## src/rtl/core/spsfs_pkg.sv

```systemverilog
// Shared types and constants for the SPS frame-size parser.
`default_nettype none
package spsfs_pkg;
	typedef enum logic [1:0] {
		STATUS_OK        = 2'd0,
		STATUS_TRUNCATED = 2'd1,
		STATUS_MALFORMED = 2'd2
	} status_t;

	typedef enum logic [4:0] {
		ST_PROFILE, ST_CONSTRAINT, ST_LEVEL, ST_SPS_ID, ST_CHROMA, ST_RESIDUAL,
		ST_DEPTH_LUMA, ST_DEPTH_CHROMA, ST_BYPASS, ST_MATRIX_FLAG, ST_LIST_FLAG,
		ST_DELTA, ST_LOG2_FRAME, ST_POC_TYPE, ST_POC_LSB, ST_ZERO_FLAG, ST_NONREF,
		ST_TOPBOT, ST_CYCLE_LEN, ST_CYCLE_OFF, ST_REF_FRAMES, ST_GAPS, ST_WIDTH,
		ST_HEIGHT, ST_FRAMES_ONLY, ST_ADAPTIVE, ST_DIRECT, ST_CROP_FLAG, ST_CROP,
		ST_VUI
	} field_t;

	// Handshake from the bit decoder to the field sequencer.
	typedef struct packed {
		logic        done;
		logic [31:0] value;
		logic        malformed;
	} code_t;

	localparam logic [7:0] PROF_100 = 8'd100;
	localparam logic [7:0] PROF_110 = 8'd110;
	localparam logic [7:0] PROF_122 = 8'd122;
	localparam logic [7:0] PROF_244 = 8'd244;
	localparam logic [7:0] PROF_44  = 8'd44;
	localparam logic [7:0] PROF_83  = 8'd83;
	localparam logic [7:0] PROF_86  = 8'd86;
	localparam logic [7:0] PROF_118 = 8'd118;

	// Fixed bit count of a field; zero marks an Exp-Golomb code.
	function automatic logic [3:0] fixed_bits(input field_t f);
		case (f)
			ST_PROFILE, ST_CONSTRAINT, ST_LEVEL: fixed_bits = 4'd8;
			ST_RESIDUAL, ST_BYPASS, ST_MATRIX_FLAG, ST_LIST_FLAG, ST_ZERO_FLAG,
			ST_GAPS, ST_FRAMES_ONLY, ST_ADAPTIVE, ST_DIRECT, ST_CROP_FLAG,
			ST_VUI: fixed_bits = 4'd1;
			default: fixed_bits = 4'd0;
		endcase
	endfunction
endpackage
`default_nettype wire

```

## src/rtl/core/sps_frame_size_parser_core.sv

```systemverilog
// Top level of the SPS frame-size parser: byte shifter, field sequencer and result register.
// An accepted request byte is shifted out MSB first, one bit per cycle, into a bit-serial
// Exp-Golomb decoder; a byte marked last then goes through P_END, a byte arriving after the
// result leaves P_SHIFT after one bit. A malformed result is registered with its bit, the size
// result in P_MATH after the VUI flag bit and a truncated result in P_END after the last bit.
// A waiting result holds off the next request until taken; arst_n clears all state at once.
`default_nettype none
module sps_frame_size_parser_core #(
	parameter int MAX_PREFIX_ZEROS = 32
) (
	input  wire logic        clk,
	input  wire logic        arst_n,
	input  wire logic        s_tvalid,
	output logic             s_tready,
	input  wire logic [7:0]  s_tdata,  // payload_byte[7:0]
	input  wire logic        s_tlast,  // end_of_unit
	output logic             m_tvalid,
	input  wire logic        m_tready,
	output logic [39:0]      m_tdata   // frame_width[15:0], frame_height[31:16], parse_status[33:32]
);
	typedef enum logic [1:0] {P_IDLE, P_SHIFT, P_MATH, P_END} phase_t;

	phase_t      phase_q;
	logic [7:0]  shift_q;
	logic [3:0]  bitcnt_q;
	logic        last_q;
	logic        finished_q;
	spsfs_pkg::field_t stage_q;
	logic [7:0]  profile_q;
	logic [3:0]  list_q;
	logic [6:0]  entry_q;
	logic [7:0]  last_scale_q;
	logic [7:0]  next_scale_q;
	logic [31:0] cycle_q;
	logic [31:0] wmb_q;
	logic [31:0] hun_q;
	logic        frames_only_q;
	logic [31:0] crop_q [4];
	logic [31:0] w_q, h_q;
	logic        out_valid_q;
	logic [39:0] out_data_q;
	logic        restart;
	logic        bit_valid;
	spsfs_pkg::code_t code;
	logic        prof_high;
	logic [7:0]  delta_s;
	logic [7:0]  scale_sum;

	// The decoder restarts whenever a new field is entered.
	logic        enter_field;

	spsfs_bit_decoder #(.MAX_PREFIX_ZEROS(MAX_PREFIX_ZEROS)) u_dec (
		.clk        (clk),
		.arst_n     (arst_n),
		.bit_valid  (bit_valid),
		.bit_in     (shift_q[7]),
		.restart    (restart),
		.fixed_width(spsfs_pkg::fixed_bits(stage_q)),
		.code       (code)
	);

	assign bit_valid = (phase_q == P_SHIFT) && !finished_q;
	assign restart   = enter_field;
	assign s_tready  = (phase_q == P_IDLE) && !(out_valid_q && !m_tready);
	assign m_tvalid  = out_valid_q;
	assign m_tdata   = out_data_q;

	assign prof_high = profile_q == spsfs_pkg::PROF_100 || profile_q == spsfs_pkg::PROF_110 ||
		profile_q == spsfs_pkg::PROF_122 || profile_q == spsfs_pkg::PROF_244 ||
		profile_q == spsfs_pkg::PROF_44 || profile_q == spsfs_pkg::PROF_83 ||
		profile_q == spsfs_pkg::PROF_86 || profile_q == spsfs_pkg::PROF_118;

	// Signed mapping of the delta code, taken mod 256.
	assign delta_s   = code.value[0] ? (code.value[8:1] + 8'd1) : (8'd0 - code.value[8:1]);
	assign scale_sum = last_scale_q + delta_s;

	assign enter_field = code.done || (phase_q == P_END);

	always_ff @(posedge clk or negedge arst_n) begin
		if (!arst_n) begin
			phase_q       <= P_IDLE;
			shift_q       <= '0;
			bitcnt_q      <= '0;
			last_q        <= 1'b0;
			finished_q    <= 1'b0;
			stage_q       <= spsfs_pkg::ST_PROFILE;
			profile_q     <= '0;
			list_q        <= '0;
			entry_q       <= '0;
			last_scale_q  <= 8'd8;
			next_scale_q  <= 8'd8;
			cycle_q       <= '0;
			wmb_q         <= '0;
			hun_q         <= '0;
			frames_only_q <= 1'b0;
			for (int i = 0; i < 4; i++) crop_q[i] <= '0;
			w_q           <= '0;
			h_q           <= '0;
			out_valid_q   <= 1'b0;
			out_data_q    <= '0;
		end else begin
			if (out_valid_q && m_tready)
				out_valid_q <= 1'b0;
			case (phase_q)
				P_IDLE: begin
					if (s_tvalid && s_tready) begin
						shift_q  <= s_tdata;
						last_q   <= s_tlast;
						bitcnt_q <= 4'd0;
						phase_q  <= P_SHIFT;
					end
				end
				P_SHIFT: begin
					shift_q  <= {shift_q[6:0], 1'b0};
					bitcnt_q <= bitcnt_q + 4'd1;
					// The byte ends early once a result is due or the parser has finished.
					if (bit_valid && code.malformed)
						phase_q <= last_q ? P_END : P_IDLE;
					else if (code.done && stage_q == spsfs_pkg::ST_VUI)
						phase_q <= P_MATH;
					else if (bitcnt_q == 4'd7 || finished_q)
						phase_q <= last_q ? P_END : P_IDLE;
					if (bit_valid && code.malformed) begin
						finished_q  <= 1'b1;
						out_valid_q <= 1'b1;
						out_data_q  <= {6'd0, spsfs_pkg::STATUS_MALFORMED, 32'd0};
					end else if (code.done) begin
						case (stage_q)
							spsfs_pkg::ST_PROFILE: begin
								profile_q <= code.value[7:0];
								stage_q   <= spsfs_pkg::ST_CONSTRAINT;
							end
							spsfs_pkg::ST_CONSTRAINT: stage_q <= spsfs_pkg::ST_LEVEL;
							spsfs_pkg::ST_LEVEL:      stage_q <= spsfs_pkg::ST_SPS_ID;
							spsfs_pkg::ST_SPS_ID:
								stage_q <= prof_high ? spsfs_pkg::ST_CHROMA
									: spsfs_pkg::ST_LOG2_FRAME;
							spsfs_pkg::ST_CHROMA:
								stage_q <= (code.value == 32'd3) ? spsfs_pkg::ST_RESIDUAL
									: spsfs_pkg::ST_DEPTH_LUMA;
							spsfs_pkg::ST_RESIDUAL:     stage_q <= spsfs_pkg::ST_DEPTH_LUMA;
							spsfs_pkg::ST_DEPTH_LUMA:   stage_q <= spsfs_pkg::ST_DEPTH_CHROMA;
							spsfs_pkg::ST_DEPTH_CHROMA: stage_q <= spsfs_pkg::ST_BYPASS;
							spsfs_pkg::ST_BYPASS:       stage_q <= spsfs_pkg::ST_MATRIX_FLAG;
							spsfs_pkg::ST_MATRIX_FLAG: begin
								list_q  <= '0;
								stage_q <= code.value[0] ? spsfs_pkg::ST_LIST_FLAG
									: spsfs_pkg::ST_LOG2_FRAME;
							end
							spsfs_pkg::ST_LIST_FLAG: begin
								if (code.value[0]) begin
									// A present list starts with next scale eight: a delta follows.
									entry_q      <= '0;
									last_scale_q <= 8'd8;
									next_scale_q <= 8'd8;
									stage_q      <= spsfs_pkg::ST_DELTA;
								end else begin
									list_q  <= list_q + 4'd1;
									stage_q <= (list_q < 4'd7) ? spsfs_pkg::ST_LIST_FLAG
										: spsfs_pkg::ST_LOG2_FRAME;
								end
							end
							spsfs_pkg::ST_DELTA: begin
								next_scale_q <= scale_sum;
								if (scale_sum != 8'd0)
									last_scale_q <= scale_sum;
								// A zero next scale skips the rest of the list.
								if (scale_sum != 8'd0 &&
									entry_q + 7'd1 < ((list_q < 4'd6) ? 7'd16 : 7'd64)) begin
									entry_q <= entry_q + 7'd1;
									stage_q <= spsfs_pkg::ST_DELTA;
								end else begin
									list_q  <= list_q + 4'd1;
									stage_q <= (list_q < 4'd7) ? spsfs_pkg::ST_LIST_FLAG
										: spsfs_pkg::ST_LOG2_FRAME;
								end
							end
							spsfs_pkg::ST_LOG2_FRAME: stage_q <= spsfs_pkg::ST_POC_TYPE;
							spsfs_pkg::ST_POC_TYPE:
								stage_q <= (code.value == 32'd0) ? spsfs_pkg::ST_POC_LSB
									: (code.value == 32'd1) ? spsfs_pkg::ST_ZERO_FLAG
									: spsfs_pkg::ST_REF_FRAMES;
							spsfs_pkg::ST_POC_LSB:   stage_q <= spsfs_pkg::ST_REF_FRAMES;
							spsfs_pkg::ST_ZERO_FLAG: stage_q <= spsfs_pkg::ST_NONREF;
							spsfs_pkg::ST_NONREF:    stage_q <= spsfs_pkg::ST_TOPBOT;
							spsfs_pkg::ST_TOPBOT:    stage_q <= spsfs_pkg::ST_CYCLE_LEN;
							spsfs_pkg::ST_CYCLE_LEN: begin
								cycle_q <= code.value;
								stage_q <= (code.value != 32'd0) ? spsfs_pkg::ST_CYCLE_OFF
									: spsfs_pkg::ST_REF_FRAMES;
							end
							spsfs_pkg::ST_CYCLE_OFF: begin
								cycle_q <= cycle_q - 32'd1;
								stage_q <= (cycle_q != 32'd1) ? spsfs_pkg::ST_CYCLE_OFF
									: spsfs_pkg::ST_REF_FRAMES;
							end
							spsfs_pkg::ST_REF_FRAMES: stage_q <= spsfs_pkg::ST_GAPS;
							spsfs_pkg::ST_GAPS:       stage_q <= spsfs_pkg::ST_WIDTH;
							spsfs_pkg::ST_WIDTH: begin
								wmb_q   <= code.value;
								stage_q <= spsfs_pkg::ST_HEIGHT;
							end
							spsfs_pkg::ST_HEIGHT: begin
								hun_q   <= code.value;
								stage_q <= spsfs_pkg::ST_FRAMES_ONLY;
							end
							spsfs_pkg::ST_FRAMES_ONLY: begin
								frames_only_q <= code.value[0];
								stage_q <= code.value[0] ? spsfs_pkg::ST_DIRECT
									: spsfs_pkg::ST_ADAPTIVE;
							end
							spsfs_pkg::ST_ADAPTIVE: stage_q <= spsfs_pkg::ST_DIRECT;
							spsfs_pkg::ST_DIRECT:   stage_q <= spsfs_pkg::ST_CROP_FLAG;
							spsfs_pkg::ST_CROP_FLAG: begin
								list_q  <= '0;
								stage_q <= code.value[0] ? spsfs_pkg::ST_CROP
									: spsfs_pkg::ST_VUI;
							end
							spsfs_pkg::ST_CROP: begin
								crop_q[list_q[1:0]] <= code.value;
								list_q  <= list_q + 4'd1;
								stage_q <= (list_q < 4'd3) ? spsfs_pkg::ST_CROP
									: spsfs_pkg::ST_VUI;
							end
							spsfs_pkg::ST_VUI: begin
								// Base sizes first; the crop correction follows in P_MATH.
								finished_q <= 1'b1;
								w_q <= (wmb_q + 32'd1) << 4;
								h_q <= frames_only_q ? ((hun_q + 32'd1) << 4)
									: ((hun_q + 32'd1) << 5);
							end
							default: stage_q <= spsfs_pkg::ST_PROFILE;
						endcase
					end
				end
				P_MATH: begin
					out_valid_q <= 1'b1;
					out_data_q  <= {6'd0, spsfs_pkg::STATUS_OK,
						h_q[15:0] - ((crop_q[2][15:0] + crop_q[3][15:0]) << 1),
						w_q[15:0] - ((crop_q[0][15:0] + crop_q[1][15:0]) << 1)};
					phase_q <= last_q ? P_END : P_IDLE;
				end
				P_END: begin
					if (!finished_q) begin
						out_valid_q <= 1'b1;
						out_data_q  <= {6'd0, spsfs_pkg::STATUS_TRUNCATED, 32'd0};
					end
					finished_q    <= 1'b0;
					stage_q       <= spsfs_pkg::ST_PROFILE;
					profile_q     <= '0;
					list_q        <= '0;
					entry_q       <= '0;
					last_scale_q  <= 8'd8;
					next_scale_q  <= 8'd8;
					cycle_q       <= '0;
					wmb_q         <= '0;
					hun_q         <= '0;
					frames_only_q <= 1'b0;
					for (int i = 0; i < 4; i++) crop_q[i] <= '0;
					phase_q       <= P_IDLE;
				end
				default: phase_q <= P_IDLE;
			endcase
		end
	end

	assert property (@(posedge clk) disable iff (!arst_n)
		(s_tvalid && s_tready) |=> phase_q == P_SHIFT)
		else $error("accepted byte not shifted");
	assert property (@(posedge clk) disable iff (!arst_n)
		(phase_q == P_MATH) |=> out_valid_q)
		else $error("size result lost");
	assert property (@(posedge clk) disable iff (!arst_n)
		(phase_q == P_END) |=> !finished_q && stage_q == spsfs_pkg::ST_PROFILE)
		else $error("end of unit did not restart parser");
	assert property (@(posedge clk) disable iff (!arst_n)
		(next_scale_q == 8'd0) |-> stage_q != spsfs_pkg::ST_DELTA)
		else $error("delta read after zero scale");
endmodule
`default_nettype wire

```

## src/rtl/core/spsfs_bit_decoder.sv

```systemverilog
// Bit-serial decoder for fixed-width fields and Exp-Golomb codes.
`default_nettype none
module spsfs_bit_decoder #(
	parameter int MAX_PREFIX_ZEROS = 32
) (
	input  wire logic             clk,
	input  wire logic             arst_n,
	input  wire logic             bit_valid,
	input  wire logic             bit_in,
	input  wire logic             restart,
	input  wire logic [3:0]       fixed_width,
	output spsfs_pkg::code_t      code
);
	logic [31:0] acc_q;
	logic [5:0]  zeros_q;
	logic [5:0]  remain_q;
	logic [31:0] acc_next;
	logic [31:0] bias;

	assign acc_next = {acc_q[30:0], bit_in};
	assign bias = (32'd1 << zeros_q[4:0]) - 32'd1;

	always_comb begin
		code = '0;
		if (bit_valid) begin
			if (fixed_width != 4'd0) begin
				code.value = acc_next;
				code.done  = (remain_q == 6'd1) || (remain_q == 6'd0 && fixed_width == 4'd1);
			end else if (remain_q == 6'd0) begin
				if (!bit_in)
					code.malformed = ({26'd0, zeros_q} + 32'd1) >= MAX_PREFIX_ZEROS;
				else if (zeros_q == 6'd0)
					code.done = 1'b1;
			end else begin
				code.value = acc_next + bias;
				code.done  = (remain_q == 6'd1);
			end
		end
	end

	always_ff @(posedge clk or negedge arst_n) begin
		if (!arst_n) begin
			acc_q    <= '0;
			zeros_q  <= '0;
			remain_q <= '0;
		end else if (restart) begin
			acc_q    <= '0;
			zeros_q  <= '0;
			remain_q <= '0;
		end else if (bit_valid) begin
			if (fixed_width != 4'd0) begin
				acc_q <= acc_next;
				if (remain_q == 6'd0)
					remain_q <= {2'd0, fixed_width} - 6'd1;
				else
					remain_q <= remain_q - 6'd1;
			end else if (remain_q == 6'd0) begin
				if (!bit_in)
					zeros_q <= zeros_q + 6'd1;
				else begin
					remain_q <= zeros_q;
					acc_q    <= '0;
				end
			end else begin
				acc_q    <= acc_next;
				remain_q <= remain_q - 6'd1;
			end
		end
	end

	assert property (@(posedge clk) disable iff (!arst_n)
		code.done |-> !code.malformed)
		else $error("decoder done and malformed together");
	assert property (@(posedge clk) disable iff (!arst_n)
		(bit_valid && fixed_width != 4'd0) |-> zeros_q == 6'd0)
		else $error("prefix count in fixed field");
	assert property (@(posedge clk) disable iff (!arst_n)
		!bit_valid |-> !code.done && !code.malformed)
		else $error("decoder result without a bit");
endmodule
`default_nettype wire
```

## config.mk

```make
export PLATFORM = sky130hd
export DESIGN_NAME = sps_frame_size_parser_core
export DESIGN_NICKNAME = d
export VERILOG_FILES = /design/src/rtl/core/spsfs_pkg.sv /design/src/rtl/core/sps_frame_size_parser_core.sv /design/src/rtl/core/spsfs_bit_decoder.sv
export SDC_FILE = /design/constraint.sdc
export NUM_CORES = 1
export LEC_CHECK = 0
export ABC_AREA = 1
export BUFFER_PORTS_ARGS = -buffer_cell sky130_fd_sc_hd__buf_2
export CORE_MARGIN = 2
export CORE_UTILIZATION = 55
export CTS_CLUSTER_DIAMETER = 50
export DETAILED_ROUTE_END_ITERATION = 12
export PLACE_DENSITY = 0.75
export SLEW_MARGIN = 20
export SYNTH_ARGS = -nofsm -noshare
export SYNTH_HDL_FRONTEND = slang
export SYNTH_SLANG_ARGS = --single-unit
```

## constraint.sdc

```tcl
create_clock -name clk -period 6.6 [get_ports clk]
set_input_delay 0.99 -clock clk [delete_from_list [all_inputs] [get_ports clk]]
set_output_delay 0.99 -clock clk [all_outputs]
set_load 0.02 [all_outputs]
```

[Yosys cells after proc, flatten, opt, wreduce, memory -nomap -nowiden]
Memory sizes are Yosys's and may differ from the RTL's.
Cells that the tools add are included.
Word-level totals
  bits in registers: 345
  memory bits (read-only): 64
  bits of input ports: 13
  output and inout port bits: 42
  word-level logic and storage cells: 292
  memories: 1
Memory list
  (name not given): words 32, bits a word 2, read ports 1, clocked after Yosys merged registers in 0, write ports 0, RTL line spsfs_pkg.sv:37  | case (f)
Cells by class
  $add $sub $neg: 19
  order comparisons: 7
  equal/unequal tests: 71
  shift-type cells: 1
  multiplexer cells: 111
  bitwise logic cells: 2
  reduce and logical (&&, ||, !) cells: 55
Operators by type and width (count)
  128-bit two-way mux: 3
  128-bit one-hot mux with 2 select lines: 1
  31-bit two-way mux: 5
  5-bit one-hot mux with 30 select lines: 1
  128-bit bitwise mux: 1
  32-bit two-way mux: 4
  32-bit one-hot mux with 2 select lines: 2
  40-bit one-hot mux with 3 select lines: 1
  40-bit two-way mux: 2
  12-bit two-way mux: 6
  8-bit two-way mux: 9
  5-bit == test, second input constant: 14
  6-bit two-way mux: 11
  32-bit demux with 2-bit select: 1
  8-bit one-hot mux with 2 select lines: 4
  32-bit by 1-bit subtractor with 32-bit output, second input constant: 2
  8-bit by 7-bit == test with 1-bit output, second input constant: 6
  12-bit one-hot mux with 2 select lines: 2
  5-bit by 4-bit == test with 1-bit output, second input constant: 8
  4-bit AND reduction: 9
  7-bit two-way mux: 5
  34-bit two-way mux: 1
  33-bit two-way mux: 1
  32-bit adder: 1
  other kinds (71): 166

[Longest topological paths before layout]
Gate-level depths: netlist of run 1.
  depth in word-level cells: 16
  mapped depth: 41
  gate-level depth less buffers: 39

[Hierarchy]
Synthesis of run 1 repeated with hierarchy kept, for this count alone.
Second synthesis, totals
  cells, all modules: 2825
  area, all modules: 20240.7 um^2
By module, submodules not included
  sps_frame_size_parser_core: times used 1, cells each 1971, area each 14634.0 um^2, sequential area each 5556.6 um^2
  spsfs_bit_decoder: times used 1, cells each 854, area each 5606.6 um^2, sequential area each 1076.0 um^2

[Worst setup path before layout of run 1]
No wires, ideal clock.
  path type: flip-flop to flip-flop
  from: register u_dec.zeros_q[1]
  to: register entry_q[4]
  library setup time: 131 ps
  data arrival time: 4843 ps
  data required time: 6469 ps
  setup slack: 1627 ps
  stages on the path, launching flop included: 39
  buffers on the path: 1
  period minus slack after synthesis: 4973 ps
  cell sequence: dfrtp_1 -> inv_1 -> ha_1 -> inv_1 -> nor2_1 -> nand3_1 -> ha_1 -> inv_1 -> ha_1 -> fa_1 -> or2_0 -> nand3_1 -> buf_2 -> ha_1 -> inv_1 -> nor3_1 -> inv_1 -> o311ai_0 -> (+3 left out) -> nor3_1 -> nand2_1 -> nand2_1 -> nand2_1 -> nand2_1 -> inv_1 -> nand2_1 -> nand2_1 -> inv_1 -> nand3_1 -> nand2_1 -> nand2_1 -> nand2_1 -> nand2_1 -> nand2_2 -> inv_4 -> nand2_4 -> o22ai_1
Between the ends
  cells in the longest elaborated chain, start to end: 13
  elaborated cells on any way between the ends: 27
  classes of those cells: 6 x add/sub; 1 x order compare; 4 x eq/ne; 1 x shift; 10 x mux; 5 x reduce/logical
Ends and longest elaborated chain
  from (decl): RTL line spsfs_bit_decoder.sv:15  | logic [5:0] zeros_q;
  from (signal assigned): RTL line spsfs_bit_decoder.sv:59  | zeros_q <= zeros_q + 6'd1;
  1-bit by 5-bit left shift with 32-bit output: RTL line spsfs_bit_decoder.sv:21  | assign bias = (32'd1 << zeros_q[4:0]) - 32'd1;
  32-bit by 1-bit subtractor with 32-bit output: RTL line spsfs_bit_decoder.sv:21
  32-bit adder: RTL line spsfs_bit_decoder.sv:35  | code.value = acc_next + bias;
  32-bit two-way mux: RTL line spsfs_bit_decoder.sv:29  | end else if (remain_q == 6'd0) begin
  33-bit two-way mux: RTL line spsfs_bit_decoder.sv:26  | if (fixed_width != 4'd0) begin
  34-bit two-way mux *: RTL line spsfs_bit_decoder.sv:25  | if (bit_valid) begin
  1-bit by 8-bit subtractor with 8-bit output or 8-bit by 1-bit adder with 8-bit output (tied branches): RTL line sps_frame_size_parser_core.sv:74  | assign delta_s = code.value[0] ? (code.value[8:1] + 8'd1) : (8'd0 - code.value[8:1]);
  8-bit two-way mux: RTL line sps_frame_size_parser_core.sv:74
  8-bit adder: RTL line sps_frame_size_parser_core.sv:75  | assign scale_sum = last_scale_q + delta_s;
  8-bit nonzero test: RTL line sps_frame_size_parser_core.sv:168  | if (scale_sum != 8'd0 &&
  1-bit logical AND: RTL line sps_frame_size_parser_core.sv:168
  3-bit inequality test (no source line)
  6-bit AND reduction (no source line) *
  to (signal assigned): RTL line sps_frame_size_parser_core.sv:170  | entry_q <= entry_q + 7'd1;
  to (decl): RTL line sps_frame_size_parser_core.sv:31  | logic [6:0] entry_q;
Every way passes the cells marked *; elsewhere a longest branch is shown, timed or not.
A chain may end at the register's enable or synchronous reset.

[Worst setup path after layout of run 1]
Ends and elaborated chain as after synthesis.

==> impl_metrics.tcl, run 1 <==
set metrics [dict create \
    n_antenna_cell 0 \
    async_flop_share_pct 100.0 \
    core_area_mm2 0.03531 \
    rsz0062_at_grt "false" \
    rows 69 \
    routed_wl_mm 57.35 \
    synthesis.area_mm2 0.01960 \
    reg2reg_to "entry_q[4]" \
    drive_gt1_share_pct 6.773 \
    yosys_warnings 0 \
    regArea_mm2 0.006633 \
    initial_utilization_pct 55.51 \
    cts-root-buf "clkbuf_16" \
    slew_violations 0 \
    netlist_instances 2768 \
    setup_viol 0 \
    io_pins 55 \
    antenna_found_initial 0 \
    r2r_cells 37 \
    viasPerCell 5.711 \
    cts_sinks 265 \
    grt_max_degree 150 \
    fin_worst_skew_ps 20.75 \
    cts_tree "yes" \
    die_area_mm2 0.03716 \
    reg2reg_slack_ps 830 \
    io_buffers 46 \
    grt_pass1_wl_mm 91.40 \
    startpoint "u_dec.zeros_q[1]" \
    cp_slowest_stage_delay_ps 490 \
    period_needed_ps 5772 \
    nets 2956 \
    worstSetupPathType "reg2reg" \
    overflow 0 \
    period_share_pct 87.46 \
    syn_area_per_cell_um2 7.081 \
    worstMarginPinSlew_ps 1084 \
    clock.fmax_mhz 173.2 \
    numCtsBuffers 37 \
    multiInputGateArea_mm2 0.01104 \
    ys.flop_type "dfrtp_1" \
    drtPass1Iterations 6 \
    max_slew_margin_pct 27.22 \
    synthDistinctLibCells 66 \
    vias 18738 \
    place_congestion 0.9925 \
    wl_per_cell_um 17.48 \
    ctsHtreeMaxLevel 2 \
    ant_nets 0 \
    hold_viol 0 \
    start_kind "flop" \
    grt_pass1_vias 17630 \
    die_w_um 192.8 \
    hold-worst-slack_ps 431.5 \
    maxCapViolations 0 \
    fill_cells 3283 \
    slowest_stage "fa_1" \
    clk_latency_ps 570 \
    setup_total_negative_slack_ps 0 \
    grt_use_total_pct 31.22 \
    status "finished clean" \
    synth-edff-count 0 \
    r2r_start "u_dec.zeros_q[1]" \
    ctsHoldBuffers 0 \
    cts_buffer_depth 3 \
    synth_seq_cells 265 \
    die_y_um 192.8 \
    critPathArrivalTime_ps 6210 \
    worstPathMaxFanout 11 \
    ys_seq_area_share_pct 33.84 \
    clkTransAtPathRegs_ps 60 \
    route.detailed.drc 0 \
    post-dp-hpwl_mm 43.16 \
    crit_top_cell "nand2_1" \
    crit_required_ps 7040 \
    drt-initial-drc-count 1575 \
    endpoint_kind "flop" \
    syn2layout_area_growth_pct 9.920 \
    hp-class "in2async" \
]
==> synth_stat cells, types with 18 or more instances <==
| library cell | count | share of area [%] |
|---|---|---|
| nand2_1 | 639 | 12 |
| xor2_1 | 58 | 2.6 |
| o21ai_0 | 274 | 7.0 |
| o21ai_1 | 18 | 0.46 |
| o31ai_1 | 18 | 0.69 |
| nand3_1 | 227 | 5.8 |
| ha_1 | 147 | 9.4 |
| inv_1 | 399 | 7.6 |
| nor3_1 | 44 | 1.1 |
| xnor2_1 | 22 | 0.98 |
| nand4_1 | 34 | 1.1 |
| a21oi_1 | 149 | 3.8 |
| nor2_1 | 197 | 3.8 |
| clkbuf_1 | 53 | 1.0 |
| dfrtp_1 | 264 | 34 |
==> worst max-delay path: cells and delay by family (launching register included) <==
family	cells	cell delay (ps)
AO/OA/AOI/OAI	3	610
adder cells (fa/ha/maj)	6	1720
AND/OR/NAND/NOR	19	2120
flip-flops	1	390
XOR/XNOR	1	200
buffers and inverters	8	590
==> through the flow <==
stage	setup WS (ps)	cells	util [%]	instance area, um^2
detailed placement	691.5	3214	57.20	20200
CTS	652.5	3281	60.99	21530
finish	827.9	3281	61.01	21540
global placement	727.6	3214	57.20	20200
global route	73.21	3281	61.01	21540
floorplan	1627	2775	-	19630
==> layer usage <==
layer	share of wire (%)	wire (um)	GRT usage (%)
met5	0	0	0
met4	3.4	1922	11.63
met3	5.8	3354	4.237
met2	46	26640	51.97
met1	44	25430	41.33
==> cell usage in the layout (no fill, tap or decap), types with 8 or more instances in the layout <==
cell / netlist / routed
o21bai_1: 10 / 10
buf_4: 14 / 17
nand4_1: 34 / 34
o22ai_1: 17 / 17
o211ai_1: 11 / 11
o31ai_1: 18 / 18
a21oi_1: 149 / 149
nor4_1: 11 / 11
o21ai_1: 18 / 18
inv_2: 10 / 10
conb_1: 1 / 8
a32o_1: 8 / 8
o21ai_0: 274 / 274
nand2_1: 639 / 638
a31oi_1: 8 / 8
nor2_1: 197 / 194
inv_1: 399 / 399
nor3_1: 44 / 44
clkbuf_16: 0 / 38
xnor2_1: 22 / 22
and2_1: 11 / 11
xor2_1: 58 / 58
ha_1: 147 / 146
nand3_1: 227 / 226
buf_2: 13 / 45
a221oi_1: 10 / 10
nor2_2: 10 / 13
dfrtp_1: 264 / 264
==> how the worst max path moves through the flow <==
stage / endpoint / slack (ps)
detailed placement: entry_q[4] / 690
finish: entry_q[4] / 830
CTS: entry_q[3] / 650
global route: list_q[3] / 70
global placement: entry_q[4] / 730
floorplan: entry_q[4] / 1630
==> sequential cells by signal (all words and copies together), names as in the netlist <==
register	flops
w_q	12
cycle_q	32
profile_q	8
u_dec.acc_q	31
h_q	12
frames_only_q	1
u_dec.remain_q	6
wmb_q	12
last_scale_q	8
m_tvalid	1
phase_q	2
entry_q	7
hun_q	12
u_dec.zeros_q	6
list_q	4
crop_q	60
bitcnt_q	4
last_q	1
shift_q	8
m_tdata	32
finished_q	1
stage_q	5
==> what timing repair did <==
item                       4_1_cts  5_1_grt
setup buffers                    0        0
resized for setup                0        2
setup endpoints to repair        0        9
==> kinds of logic after synthesis <==
| logic type | synth area share [%] |
|---|---|
| other | 0.01913 |
| xor gates and xnor gates | 3.575 |
| AOI/OAI and AO/OA | 16.21 |
| adders and majority gates | 9.793 |
| buffers and inverters | 10.10 |
| and+or+nand+nor | 26.46 |
| DFF | 33.84 |
==> final cells by class <==
| class | count | area share, % |
|---|---|---|
| Clock buffer | 44 | 4.658 |
| Clock inverter | 23 | 1.545 |
| Sequential cell | 265 | 30.79 |
| Timing Repair Buffer | 64 | 1.800 |
| Multi-Input combinational cell | 2007 | 51.23 |
| Tap cell | 461 | 2.677 |
| Inverter | 417 | 7.300 |
Power of run 1 is not shown: default switching activity piles up to over one toggle a cycle in this logic, so the estimate is an artifact.
==> inputs of run 2 (changes only) <==
BUFFER_PORTS_ARGS = default   (was -buffer_cell sky130_fd_sc_hd__buf_2)
DONT_BUFFER_PORTS = 1   (was default)
PLACE_DENSITY = 0.73   (was 0.75)
REMOVE_ABC_BUFFERS = 1   (was default)
==> run 2 against run 1 <==
Compared with the run above: flip-flop and latch count unchanged; routed wire length down 1.8%; non-clock buffer count down 51; cell count down 1.6%; core utilization down 1.1 points; sequential share of layout area up 0.59 points; cell area down 1.9%; clock skew up 2.5 ps.
==> impl_metrics.tcl, run 2 (synthesized netlist as in run 1, its figures left out) <==
set metrics [dict create \
    wl_per_cell_um 17.45 \
    ant_nets 0 \
    max_slew_margin_pct 34.17 \
    cts_setup_buffers 0 \
    critPathArrivalTime_ps 6310 \
    clk_latency_ps 560 \
    ctsHtreeMaxLevel 2 \
    stdcell_area_mm2 0.02114 \
    period_share_pct 89.40 \
    io_buffers 0 \
    hold_viol 0 \
    grt_pass1_wl_mm 89.42 \
    slew_violations 0 \
    rsz0062_at_grt "false" \
    cts-root-buf "clkbuf_16" \
    core_area_mm2 0.03531 \
    die_area_mm2 0.03716 \
    largest_reg_flops 60 \
    cts_tree "yes" \
    place_congestion 0.9592 \
    regMostFlops "crop_q" \
    setup_viol 0 \
    nets 2905 \
    syn2layout_area_growth_pct 7.865 \
    cts_buffer_depth 3 \
    hp-class "in2async" \
    route.detailed.drc 0 \
    clock.fmax_mhz 169.5 \
    path_delay_family "simple AND/OR/NAND/NOR gates" \
    viasPerCell 5.684 \
    overflow 0 \
    io_pins 55 \
    dp.cells 3163 \
    fin_worst_skew_ps 23.23 \
    status "finished clean" \
    maxCapViolations 0 \
    cts_sinks 265 \
    period_needed_ps 5900 \
    drive_gt1_share_pct 4.915 \
    grt_max_degree 266 \
    antenna_found_initial 0 \
    drt-initial-drc-count 1288 \
    rows 69 \
    grt_use_total_pct 30.71 \
    n_antenna_cell 0 \
    layout_commonest_cell "nand2_1" \
    postCtsResizedCells 0 \
    routed_wl_mm 56.32 \
    numCtsBuffers 37 \
    drtPass1Iterations 5 \
    post-dp-hpwl_mm 42.18 \
    vias 18348 \
    clkTransAtPathRegs_ps 60 \
    cp_slowest_stage_delay_ps 490 \
    fin_cells 3228 \
    setup_total_negative_slack_ps 0 \
    place_area_mm2 0.01991 \
    grt_pass1_vias 17607 \
    crit_top_cell "nand2_1" \
    hold-worst-slack_ps 126.9 \
    start_kind "flop" \
    layout.cells.most_common_list "nand2_1 (638), inv_1 (399), o21ai_0 (274)" \
    worstPathMaxFanout 31 \
    ctsHoldBuffers 0 \
    fill_cells 3307 \
    die_w_um 192.8 \
    slowest_stage "dfrtp_1" \
    initial_utilization_pct 55.51 \
    worstSetupPathType "reg2reg" \
    die_y_um 192.8 \
    worstMarginPinSlew_ps 983.8 \
    crit_required_ps 7010 \
    endpoint_kind "flop" \
    cp_num_buf_inv 7 \
]
run 2: metrics by stage:
step	setup slack (ps)	utilization [%]
final	699.8	59.87
after global routing	111.9	59.87
after CTS	670.0	59.86
after detailed placement	704.4	56.38
after global placement	815.6	56.38
after floorplan	836.6	-
run 2: worst reg2reg max path, delay by kind of cell (launching register included):
family,cells,cell delay (ps)
simple gates,20,2250
compound gates,6,1100
fa+ha+maj,3,890
buf+inv,7,880
flops,1,490
xor+xnor,1,130
run 2: path summary, 6_finish.rpt:
check	startpoint	to	slack, ps	cells after the start
setup / recovery	stage_q[1]	stage_q[2]	700	37
hold / removal	arst_n	m_tdata[30]	130	0
setup reg to reg	stage_q[1]	stage_q[2]	700	37
hold reg to reg	last_scale_q[3]	last_scale_q[3]	480	2
max in group asynchronous	arst_n	u_dec.acc_q[25]	5770	0
min in group clk	last_scale_q[3]	last_scale_q[3]	480	2
run 2: layout make-up:
class,count,area (um^2),share of cell area (%)
sequential,265,6633,31.37
multi-input combinational,2007,11030,52.19
tap,461,576.8,2.728
timing repair buffer,13,97.59,0.4616
clock inverter,21,236.5,1.119
clock buffer,44,992.2,4.693
inverter,417,1573,7.439
run 2: per-layer routing:
metal | vias up | wire length, um | GRT usage, % | share of wire (%)
li1 | 9073 | - | - | -
met1 | 8598 | 23160 | 35.87 | 41
met2 | 506 | 27620 | 54.63 | 49
met3 | 171 | 2420 | 3.419 | 4.3
met4 | 0 | 3109 | 17.32 | 5.5
met5 | - | 0 | 0 | 0
Power of run 2 is left out for the same reason.
